===== config.mk =====
export PLATFORM = sky130hd
export DESIGN_NAME = hrfe_fifo
export DESIGN_NICKNAME = d
export VERILOG_FILES = /design/src/hdl/hrfe_pkg.sv /design/src/hdl/hrfe_fifo.sv
export SDC_FILE = /design/constraint.sdc
export NUM_CORES = 1
export LEC_CHECK = 0
export BUFFER_PORTS_ARGS = -buffer_cell sky130_fd_sc_hd__buf_2
export CAP_MARGIN = 5
export CELL_PAD_IN_SITES_DETAIL_PLACEMENT = 1
export CELL_PAD_IN_SITES_GLOBAL_PLACEMENT = 2
export CORE_ASPECT_RATIO = 0.6
export CORE_MARGIN = 4
export CORE_UTILIZATION = 40
export DETAILED_ROUTE_END_ITERATION = 7
export HOLD_SLACK_MARGIN = 0.08
export PLACE_DENSITY = 0.84
export SLEW_MARGIN = 40
export SYNTH_ARGS = -nofsm -noshare
export SYNTH_HDL_FRONTEND = slang
export SYNTH_SLANG_ARGS = --single-unit

===== constraint.sdc =====
create_clock -name clk_i -period 5.35 [get_ports clk_i]
set_input_delay 0.8025 -clock clk_i [delete_from_list [all_inputs] [get_ports clk_i]]
set_output_delay 0.8025 -clock clk_i [all_outputs]
set_load 0.05 [all_outputs]

===== src/hdl/hrfe_pkg.sv =====
// ----------------------------------------------------------------------------
// hrfe_pkg
// Shared types, constants and helpers of the response header field encoder.
// ----------------------------------------------------------------------------
package hrfe_pkg;

  // most decimal digits a value may have (3 to 10)
  localparam int MAX_DIGITS = 10;
  localparam int CNT_W      = $clog2(MAX_DIGITS + 1);
  localparam int DIG_IDX_W  = $clog2(MAX_DIGITS);

  // depth of the queue between front and back
  localparam int QDEPTH = 2;
  localparam int QIDX_W = $clog2(QDEPTH);
  localparam int QCNT_W = $clog2(QDEPTH + 1);

  // header bytes
  localparam logic [7:0] HDR_INDEXED    = 8'h80;
  localparam logic [7:0] HDR_STATUS_LIT = 8'h08;
  localparam logic [7:0] HDR_INC_INDEX  = 8'h40;
  localparam logic [7:0] CLEN_NAME_IDX  = 8'd28;
  localparam logic [7:0] HDR_CLEN_LIT   = HDR_INC_INDEX | CLEN_NAME_IDX;
  localparam logic [7:0] ASCII_ZERO     = 8'h30;

  // request kinds
  typedef enum logic {
    REQ_STATUS = 1'b0,
    REQ_CLEN   = 1'b1
  } req_kind_e;

  // static table indexes of the common status codes
  localparam logic [3:0] SIDX_NONE = 4'd0;
  localparam logic [3:0] SIDX_200  = 4'd8;
  localparam logic [3:0] SIDX_204  = 4'd9;
  localparam logic [3:0] SIDX_206  = 4'd10;
  localparam logic [3:0] SIDX_304  = 4'd11;
  localparam logic [3:0] SIDX_400  = 4'd12;
  localparam logic [3:0] SIDX_404  = 4'd13;
  localparam logic [3:0] SIDX_500  = 4'd14;

  // reciprocal of ten, exact for values below 2^32 with a shift of 35
  localparam logic [31:0] RECIP10     = 32'hCCCC_CCCD;
  localparam int          RECIP_SHIFT = 35;

  // largest value with MAX_DIGITS decimal digits
  function automatic logic [63:0] sat_limit();
    logic [63:0] lim;
    lim = 64'd1;
    for (int i = 0; i < MAX_DIGITS; i++) begin
      lim = lim * 64'd10;
    end
    return lim - 64'd1;
  endfunction

  localparam logic [63:0] SAT_LIMIT = sat_limit();

  // status code to static table index, none for other codes
  function automatic logic [3:0] status_index(input logic [30:0] code);
    logic [3:0] idx;
    unique case (code)
      31'd200: idx = SIDX_200;
      31'd204: idx = SIDX_204;
      31'd206: idx = SIDX_206;
      31'd304: idx = SIDX_304;
      31'd400: idx = SIDX_400;
      31'd404: idx = SIDX_404;
      31'd500: idx = SIDX_500;
      default: idx = SIDX_NONE;
    endcase
    return idx;
  endfunction

  // request and result payloads
  typedef struct packed {
    logic        req_type;
    logic [30:0] number;
  } req_t;

  typedef struct packed {
    logic [7:0] out_byte;
    logic       last;
  } res_t;

  // one classified field waiting for the back end; digits stored lsd first
  typedef struct packed {
    logic                        indexed;
    logic [7:0]                  hdr;
    logic [CNT_W-1:0]            ndig;
    logic [MAX_DIGITS-1:0][3:0]  digits;
  } entry_t;

  // queue status seen by both sides
  typedef struct packed {
    logic full;
    logic empty;
  } fifo_stat_t;

  typedef enum logic [1:0] {
    FE_IDLE,
    FE_CONV,
    FE_PUSH
  } fe_state_e;

  typedef enum logic [1:0] {
    BK_HDR,
    BK_LEN,
    BK_DIG
  } bk_state_e;

endpackage


===== src/hdl/hrfe_fifo.sv =====
// ----------------------------------------------------------------------------
// hrfe_fifo
// Short queue of classified fields between the front and the back end.
// ----------------------------------------------------------------------------
module hrfe_fifo (
  input  logic                 clk_i,
  input  logic                 rst_ni,
  input  logic                 push_i,
  input  hrfe_pkg::entry_t     wdata_i,
  input  logic                 pop_i,
  output hrfe_pkg::entry_t     rdata_o,
  output hrfe_pkg::fifo_stat_t stat_o
);
  import hrfe_pkg::*;

  entry_t            mem_q [QDEPTH];
  logic [QIDX_W-1:0] wr_ptr_q, wr_ptr_d;
  logic [QIDX_W-1:0] rd_ptr_q, rd_ptr_d;
  logic [QCNT_W-1:0] cnt_q, cnt_d;
  logic              do_push;
  logic              do_pop;

  assign stat_o.full  = (cnt_q == QCNT_W'(QDEPTH));
  assign stat_o.empty = (cnt_q == '0);
  assign do_push      = push_i && !stat_o.full;
  assign do_pop       = pop_i && !stat_o.empty;
  assign rdata_o      = mem_q[rd_ptr_q];

  // pointer and fill count update
  always_comb begin
    wr_ptr_d = wr_ptr_q;
    rd_ptr_d = rd_ptr_q;
    cnt_d    = cnt_q;
    if (do_push) begin
      wr_ptr_d = (wr_ptr_q == QIDX_W'(QDEPTH - 1)) ? '0 : wr_ptr_q + QIDX_W'(1);
    end
    if (do_pop) begin
      rd_ptr_d = (rd_ptr_q == QIDX_W'(QDEPTH - 1)) ? '0 : rd_ptr_q + QIDX_W'(1);
    end
    case ({do_push, do_pop})
      2'b10:   cnt_d = cnt_q + QCNT_W'(1);
      2'b01:   cnt_d = cnt_q - QCNT_W'(1);
      default: cnt_d = cnt_q;
    endcase
  end

  always_ff @(posedge clk_i or negedge rst_ni) begin
    if (!rst_ni) begin
      wr_ptr_q <= '0;
      rd_ptr_q <= '0;
      cnt_q    <= '0;
    end else begin
      wr_ptr_q <= wr_ptr_d;
      rd_ptr_q <= rd_ptr_d;
      cnt_q    <= cnt_d;
    end
  end

  // entry storage
  always_ff @(posedge clk_i) begin
    if (do_push) begin
      mem_q[wr_ptr_q] <= wdata_i;
    end
  end

endmodule


==> metrics <==
Synth Register Bits 110; design area 0.00526 mm2; Total Power 3470 uW; register area share after synthesis 76.9%; Multi-input gate area 882 um2; Setup Skew 0.00589 ns; Clock power frac 20.1%; HP Class input pin to async pin; met2 global-route usage 19.5%; synth warn 0; synth unique cells 15; layout cells sized above 1 60.6%; max_cap viols 0; Seq pwr share 37.3%; CP endpoint kind output port; Die Wd 141 um; Final min period 2.82 ns; synthesis-to-layout area growth 23.1%; die footprint 0.0125 mm2; cell count of the worst reg-to-reg path 4; Final ANT Viol Nets 0; number of hold buffers added after cts 0; Final Hold Viols 0; GR Util met1 17.3%; # nets final 360; CTS Buffer Depth 2; r2r setup slk 3.30 ns; largest net degree at the start of global routing 43; outcome finished clean; unrepaired setup endpoints after global routing no; CTS Buf Count 9; DP Area 0.00493 mm2; Pre-Repair DR Iteration Count 4; first-pass GRT wire length 12100 um; gr ovfl total 0; CTS tree done; DRC Markers 0; Pins Over Slew Limit 0; Die Y 88.0 um; Setup crit start kind flip-flop; Setup Viol. Count Final 0; reg-to-reg critical path startpoint cnt_q[0]; Initial Utilization 42.2%; initial drt markers 83; worst vdd ir 0.335 mV; drt via density 4.65; HPWL Detailed 5400 um; worst hold-check slack 0.258 ns; Sw Share 40.0%; Worst slew margin 56.5%; port bufs 111; post_cts resized 0; Synth Net Count 241; busiest grt layer met2; number of placed I/O pins 112; CTS root buf clkbuf_16; total negative slack 0 ns; internal power 2080 uW; Avg Cell Area, Syn 23.3 um2; CP Data Required Time 4.55 ns; vias in the first global route 2269; Syn Inst Count 183; via count 2056; CTS Sinks 110; Leak 0.00211 uW; Max Freq 355 MHz; RR Endpoint mem_q[0][41]; Post-CTS Setup Bufs 0; CP Max Fanout 28; core area 0.0101 mm2; initial antenna violation count 1; Comb power frac 42.5%; PD cells 661 mW/mm2; routed len/inst 17.5 um; final wirelength 7750 um; Tightest Pin Transition 0.653 ns; Worst Setup Path Type flip-flop to output port; Site Rows 28; GR Layer Usage met3 6.11%; H-tree depth 3; switching power total 1390 uW; CP arrival 2.02 ns; period utilisation layout 52.7%; GP Congestion 0.673; CTS clk-pin slew, worst paths 0.07 ns; Ant. Diodes 0; register area 0.00329 mm2; Synth Cell Area 0.00427 mm2; GRT Resource Usage Total 13.1%; # fillers 967; Skew-Pair Late Insertion Delay 0.34 ns
[worst max-delay path by stage]
stage | from | end | slack (ns) | cells after the start
final | rd_ptr_q | rdata_o[39] | 2.53 | 3
after CTS | rd_ptr_q | rdata_o[39] | 2.49 | 3
after floorplan | push_i | mem_q[0][0] | 1.77 | 2
after global placement | rd_ptr_q | rdata_o[39] | 2.80 | 2
after global routing | rd_ptr_q | rdata_o[39] | 2.42 | 3
after detailed placement | rd_ptr_q | rdata_o[39] | 2.87 | 3
[cells in the mapped netlist]
library cell	number	area, um2
nor2_1	3	11.3
buf_6	1	11.3
and3_1	1	6.26
buf_12	5	100
dfrtp_1	4	100
nand2_1	1	3.75
xor2_1	2	17.5
xnor2_1	3	26.3
inv_1	1	3.75
edfxtp_1	106	3180
mux2_4	49	736
mux2_2	4	45.0
nor2b_2	1	8.76
nand2b_1	1	6.26
ha_1	1	12.5
[sequential cells by signal, indices dropped and copies added (netlist names)]
name and count:
cnt_q 2, mem_q 106, rd_ptr_q 1, wr_ptr_q 1
[per-layer routing]
| layer | wire [um] | share of wire, % |
|---|---|---|
| met5 | 12 | 0.15 |
| met2 | 3380 | 44 |
| met3 | 744 | 9.6 |
| met1 | 3530 | 46 |
| met4 | 79 | 1.0 |
[critical path, stage by stage (launching register included)]
cell	delay (ns)
dfrtp_4	0.78
buf_12	0.30
mux2_2	0.36
buf_2	0.21
[per-stage QoR]
step	cells	util, %	setup WS (ns)
2_1_floorplan	183	-	1.77
3_3_place_gp	425	48.5	2.80
3_5_place_dp	426	48.7	2.87
4_1_cts	442	51.9	2.49
5_1_grt	442	51.9	2.42
6_report	442	51.9	2.53
[layout make-up]
class,instances,share of cell area [%]
Multi-Input combinational cell,66,16.8
Inverter,1,0.0714
Timing Repair Buffer,114,11.2
Clock inverter,5,1.57
Clock buffer,11,4.62
Sequential cell,110,62.5
Tap cell,135,3.21
[kinds of logic (layout without fill, tap and decap cells)]
logic type	after synthesis	after routing	synth area share, %
multiplexers	53	53	18.3
XOR/XNOR	5	5	1.03
AND/OR/NAND/NOR	7	7	0.850
flip-flops	110	110	76.9
adder cells (fa/ha/maj)	1	1	0.293
buffers and inverters	7	131	2.69
[power groups by stage]
stage,clock (uW),combinational (uW),sequential [uW]
finish,699,1480,1300
global route,769,1550,1320
CTS,720,1500,1300
detailed placement,0,1490,1320
global placement,0,1420,1360
floorplan,0,1330,1250
[layout by cell type (no fill, tap or decap), drive strengths merged, types with 2 or more instances in the layout]
cell type  synthesis  layout
clkbuf             0      11
xnor2              3       3
clkinvlp           0       3
xor2               2       2
buf                6     114
edfxtp           106     106
mux2              53      53
bufinv             0       2
dfrtp              4       4
nor2               3       3
Power figures use the tool's default switching activity.
