[src/hdl/hrfe_pkg.sv]
// ----------------------------------------------------------------------------
// hrfe_pkg
// Shared types, constants and helpers of the response header field encoder.
// ----------------------------------------------------------------------------
package hrfe_pkg;

  // most decimal digits a value may have (3 to 10)
  localparam int MAX_DIGITS = 10;
  localparam int CNT_W      = $clog2(MAX_DIGITS + 1);
  localparam int DIG_IDX_W  = $clog2(MAX_DIGITS);

  // depth of the queue between front and back
  localparam int QDEPTH = 2;
  localparam int QIDX_W = $clog2(QDEPTH);
  localparam int QCNT_W = $clog2(QDEPTH + 1);

  // header bytes
  localparam logic [7:0] HDR_INDEXED    = 8'h80;
  localparam logic [7:0] HDR_STATUS_LIT = 8'h08;
  localparam logic [7:0] HDR_INC_INDEX  = 8'h40;
  localparam logic [7:0] CLEN_NAME_IDX  = 8'd28;
  localparam logic [7:0] HDR_CLEN_LIT   = HDR_INC_INDEX | CLEN_NAME_IDX;
  localparam logic [7:0] ASCII_ZERO     = 8'h30;

  // request kinds
  typedef enum logic {
    REQ_STATUS = 1'b0,
    REQ_CLEN   = 1'b1
  } req_kind_e;

  // static table indexes of the common status codes
  localparam logic [3:0] SIDX_NONE = 4'd0;
  localparam logic [3:0] SIDX_200  = 4'd8;
  localparam logic [3:0] SIDX_204  = 4'd9;
  localparam logic [3:0] SIDX_206  = 4'd10;
  localparam logic [3:0] SIDX_304  = 4'd11;
  localparam logic [3:0] SIDX_400  = 4'd12;
  localparam logic [3:0] SIDX_404  = 4'd13;
  localparam logic [3:0] SIDX_500  = 4'd14;

  // reciprocal of ten, exact for values below 2^32 with a shift of 35
  localparam logic [31:0] RECIP10     = 32'hCCCC_CCCD;
  localparam int          RECIP_SHIFT = 35;

  // largest value with MAX_DIGITS decimal digits
  function automatic logic [63:0] sat_limit();
    logic [63:0] lim;
    lim = 64'd1;
    for (int i = 0; i < MAX_DIGITS; i++) begin
      lim = lim * 64'd10;
    end
    return lim - 64'd1;
  endfunction

  localparam logic [63:0] SAT_LIMIT = sat_limit();

  // status code to static table index, none for other codes
  function automatic logic [3:0] status_index(input logic [30:0] code);
    logic [3:0] idx;
    unique case (code)
      31'd200: idx = SIDX_200;
      31'd204: idx = SIDX_204;
      31'd206: idx = SIDX_206;
      31'd304: idx = SIDX_304;
      31'd400: idx = SIDX_400;
      31'd404: idx = SIDX_404;
      31'd500: idx = SIDX_500;
      default: idx = SIDX_NONE;
    endcase
    return idx;
  endfunction

  // request and result payloads
  typedef struct packed {
    logic        req_type;
    logic [30:0] number;
  } req_t;

  typedef struct packed {
    logic [7:0] out_byte;
    logic       last;
  } res_t;

  // one classified field waiting for the back end; digits stored lsd first
  typedef struct packed {
    logic                        indexed;
    logic [7:0]                  hdr;
    logic [CNT_W-1:0]            ndig;
    logic [MAX_DIGITS-1:0][3:0]  digits;
  } entry_t;

  // queue status seen by both sides
  typedef struct packed {
    logic full;
    logic empty;
  } fifo_stat_t;

  typedef enum logic [1:0] {
    FE_IDLE,
    FE_CONV,
    FE_PUSH
  } fe_state_e;

  typedef enum logic [1:0] {
    BK_HDR,
    BK_LEN,
    BK_DIG
  } bk_state_e;

endpackage

[src/hdl/hrfe_back.sv]
// ----------------------------------------------------------------------------
// hrfe_back
// Walks the head-of-queue field, one byte per cycle while the queue holds one:
// header byte, then for literals length byte and ASCII digits msd first.
// ----------------------------------------------------------------------------
module hrfe_back (
  input  logic                 clk_i,
  input  logic                 rst_ni,
  input  hrfe_pkg::entry_t     head_i,
  input  hrfe_pkg::fifo_stat_t stat_i,
  output logic                 pop_o,
  output logic                 valid_o,
  output hrfe_pkg::res_t       res_o
);
  import hrfe_pkg::*;

  bk_state_e          state_q, state_d;
  logic [DIG_IDX_W-1:0] didx_q, didx_d;
  logic               valid_q, valid_d;
  res_t               res_q, res_d;

  // byte sequencing
  always_comb begin
    state_d = state_q;
    didx_d  = didx_q;
    valid_d = 1'b0;
    res_d   = res_q;
    pop_o   = 1'b0;
    if (!stat_i.empty) begin
      valid_d = 1'b1;
      unique case (state_q)
        BK_HDR: begin
          res_d.out_byte = head_i.hdr;
          res_d.last     = head_i.indexed;
          if (head_i.indexed) begin
            pop_o = 1'b1;
          end else begin
            state_d = BK_LEN;
          end
        end
        BK_LEN: begin
          res_d.out_byte = 8'(head_i.ndig);
          res_d.last     = 1'b0;
          didx_d         = DIG_IDX_W'(head_i.ndig - CNT_W'(1));
          state_d        = BK_DIG;
        end
        BK_DIG: begin
          res_d.out_byte = ASCII_ZERO | {4'd0, head_i.digits[didx_q]};
          res_d.last     = (didx_q == '0);
          if (didx_q == '0) begin
            pop_o   = 1'b1;
            state_d = BK_HDR;
          end else begin
            didx_d = didx_q - DIG_IDX_W'(1);
          end
        end
        default: state_d = BK_HDR;
      endcase
    end
  end

  assign valid_o = valid_q;
  assign res_o   = res_q;

  always_ff @(posedge clk_i or negedge rst_ni) begin
    if (!rst_ni) begin
      state_q <= BK_HDR;
      valid_q <= 1'b0;
    end else begin
      state_q <= state_d;
      valid_q <= valid_d;
    end
  end

  // output byte and digit pointer
  always_ff @(posedge clk_i) begin
    res_q  <= res_d;
    didx_q <= didx_d;
  end

endmodule

[config.mk]
export PLATFORM = sky130hd
export DESIGN_NAME = hrfe_back
export DESIGN_NICKNAME = d
export VERILOG_FILES = /design/src/hdl/hrfe_pkg.sv /design/src/hdl/hrfe_back.sv
export SDC_FILE = /design/constraint.sdc
export NUM_CORES = 1
export LEC_CHECK = 0
export BUFFER_PORTS_ARGS = -buffer_cell sky130_fd_sc_hd__buf_2
export CORE_UTILIZATION = 48
export CTS_CLUSTER_SIZE = 30
export DETAILED_ROUTE_END_ITERATION = 10
export MAX_ROUTING_LAYER = met4
export PLACE_DENSITY = 0.95
export SYNTH_ARGS = -nofsm -noshare
export SYNTH_HDL_FRONTEND = slang
export SYNTH_SLANG_ARGS = --single-unit
[constraint.sdc]
create_clock -name clk_i -period 3.8 [get_ports clk_i]
set_input_delay 0.19 -clock clk_i [delete_from_list [all_inputs] [get_ports clk_i]]
set_output_delay 0.19 -clock clk_i [all_outputs]
set_load 0.01 [all_outputs]
==> impl_metrics.json <==
{
  "grt_usage_pct": 24.0,
  "clockRootBuffer": "clkbuf_4",
  "cts_inserted_buffers": 3,
  "synth_top_area_share_pct": 31.7,
  "vias": 1079,
  "intPower_uw": 596,
  "finalWorstSetupSlack_ns": 1.66,
  "port_buffers": 66,
  "cts_num_sinks": 16,
  "final_util_pct": 67.4,
  "synth.area.top_cells": "edfxtp_1 (32%), mux2i_1 (9.8%), mux4_2 (9.1%)",
  "worstPathArrival_ns": 2.16,
  "core_region_area_um2": 2320,
  "hold_buffers": 1,
  "synth-edff-count": 13,
  "synth_area_per_cell_um2": 11.2,
  "synth_top_area_cell": "edfxtp_1",
  "drv_cap": 0,
  "num_rows": 17,
  "slew_headroom_pct": 42.9,
  "vias_per_cell": 5.34,
  "period_share_pct": 56.4,
  "clock.fmax_mhz": 466,
  "place_area_um2": 1530,
  "clock_path_buffers": 2,
  "ant_nets": 0,
  "period_needed_ns": 2.14,
  "drc_errors": 0,
  "crit_fanout": 20,
  "first_iter_violations": 24,
  "m1WireLength_um": 1020,
  "cts_tree": "done",
  "fillerInstances": 178,
  "antenna_found_initial": 0,
  "clk_latency_ns": 0.29,
  "top_layer": "met4",
  "p_switching_uw": 390,
  "initial_core_util_pct": 53.1,
  "swShare_pct": 39.5,
  "p_clk_share_pct": 9.0,
  "status": "complete, no violations",
  "nets": 238,
  "clk_pin_slew_ns": 0.09,
  "setup_viol": 0,
  "cts_resized": 0,
  "p_leak_nw": 0.731,
  "wire_per_inst_um": 13.5,
  "routed_wirelength_um": 2730,
  "vdd_drop_max_v": 0.000550,
  "design_area_um2": 1560,
  "cellPowerDensity_nw_per_um2": 631,
  "maxSlewViolCount": 0,
  "cp.required_ns": 3.82,
  "syn2layout_area_growth_pct": 26.8,
  "grt_overflow_total": 0,
  "grt_setup_unrepaired": "false",
  "ys_types": 35,
  "cts_setup_buffers": 0,
  "synth.most_common_cell": "edfxtp_1",
  "synth_common_cells": "edfxtp_1 (13), mux2i_1 (12), inv_1 (8), nand2_1 (8)",
  "grt_pass1_wl_um": 4550,
  "pwr-share-seq_pct": 38.2,
  "cp-end-kind": "flip-flop",
  "synthesis.area_um2": 1230,
  "io_pins": 68,
  "syn_inst": 110,
  "ys.flop_type": "edfxtp_1",
  "dieWidth_um": 52.6,
  "synthesis.nets": 173,
  "wl_met3_um": 167,
  "synthArstFlopShare_pct": 18.8,
  "grt_max_degree": 21,
  "routed-wl-met2_um": 1490,
  "die_h_um": 52.6,
  "startpoint_type": "flip-flop",
  "place_congestion": 0.800,
  "fin_skew_ns": 0.00581,
  "yosysWarnings": 0,
  "finalHoldViolCount": 0,
  "grt_pass1_vias": 1075,
  "dpl_worst_slack_ns": 1.61,
  "n_antenna_cell": 0,
  "tns_ns": 0,
  "total_power_uw": 985,
  "worstSetupPathType": "flip-flop to flip-flop",
  "firstDrtPassIters": 4,
  "drive_above_1_share_pct": 46.6,
  "htree_levels": 1,
  "pwr-share-comb_pct": 52.7,
  "place_hpwl_um": 2310,
  "tightest_slew_ns": 0.857,
  "yosysSeqAreaShare_pct": 37.8,
  "hold_path.class": "input pin to flip-flop",
  "ys_ff_latch": 16,
  "dieArea_um2": 2770
}
==> state kept, by name, summed over array words and instances (netlist names) <==
name,cells
didx_q,4
res_o,9
valid_o,1
state_q,2
==> final timing paths <==
check	from	endpoint	slack (ns)	cells past startpoint
worst max register to register	didx_q[0]	res_o[4]	1.66	4
worst min register to register	state_q[1]	state_q[1]	0.55	1
min in group asynchronous	rst_ni	valid_o	0.22	2
max in group asynchronous	rst_ni	state_q[0]	3.48	2
worst max-delay path	didx_q[0]	res_o[4]	1.66	4
worst min-delay path	stat_i[0]	valid_o	0.12	2
==> layout make-up <==
cell class                      instances  area [um^2]  area share (%)
Clock buffer                            3         22.5            1.44
Sequential cell                        16          465            29.8
Tap cell                               28         35.0            2.24
Timing Repair Buffer                   67          340            21.8
Inverter                                8         30.0            1.92
Multi-Input combinational cell         79          664            42.5
Clock inverter                          1         3.75           0.240
==> layout by cell type (no fill, tap or decap) <==
cell type / instances
or3b_4: 1
edfxtp_1: 13
xnor2_1: 1
a211o_2: 2
nand3_1: 2
clkinv_1: 1
buf_2: 66
a311oi_1: 3
ha_1: 6
nand2b_1: 4
o22ai_1: 1
a211o_1: 1
mux2i_1: 12
o31ai_1: 1
and2b_2: 1
and3_1: 1
nor2b_1: 2
nand2_1: 8
xor2_1: 1
nor4_2: 1
mux4_2: 5
dlygate4sd3_1: 1
o22a_1: 1
nor3_1: 1
dfrtp_1: 3
o21ai_1: 4
a21oi_1: 5
a31oi_1: 3
inv_1: 8
nor2_1: 6
and2b_4: 2
o211ai_1: 3
clkbuf_4: 3
mux2_1: 1
==> cell families (layout without fill, tap and decap cells) <==
family                     after synthesis  count (layout)  synth area share (%)
buffers and inverters                   15              79                  8.23
adders and majority gates                6               6                  6.10
DFF                                     16              16                  37.8
xor gates and xnor gates                 2               2                  1.42
and+or+nand+nor                         29              29                  13.3
AOI/OAI and AO/OA                       24              24                  13.3
muxes                                   18              18                  19.8
==> stage by stage <==
stage          instances  hold slack (ns)
2_1_floorplan        110           -0.106
3_3_place_gp         197          -0.0169
3_5_place_dp         197          -0.0149
4_1_cts              202            0.110
5_1_grt              202            0.106
6_report             202            0.123
==> worst max-delay path, cell delays in order, from the launching register on <==
cell	delay (ns)
edfxtp_1	0.92
mux4_2	0.60
nand2b_1	0.16
a31oi_1	0.14
a311oi_1	0.06
==> routing by layer <==
layer	up-vias	track usage, %
li1	536	-
met5	-	-
met2	39	42.2
met3	6	6.09
met1	498	26.0
met4	0	8.77
==> power groups by stage <==
stage                     sequential, mW  combinational, mW  clock, mW
after floorplan                    0.358              0.466          0
after global placement             0.378              0.498          0
after detailed placement           0.383              0.517          0
after CTS                          0.378              0.521     0.0921
after global routing               0.390              0.580      0.102
final                              0.377              0.520     0.0890
(Power assumes the default switching activity.)
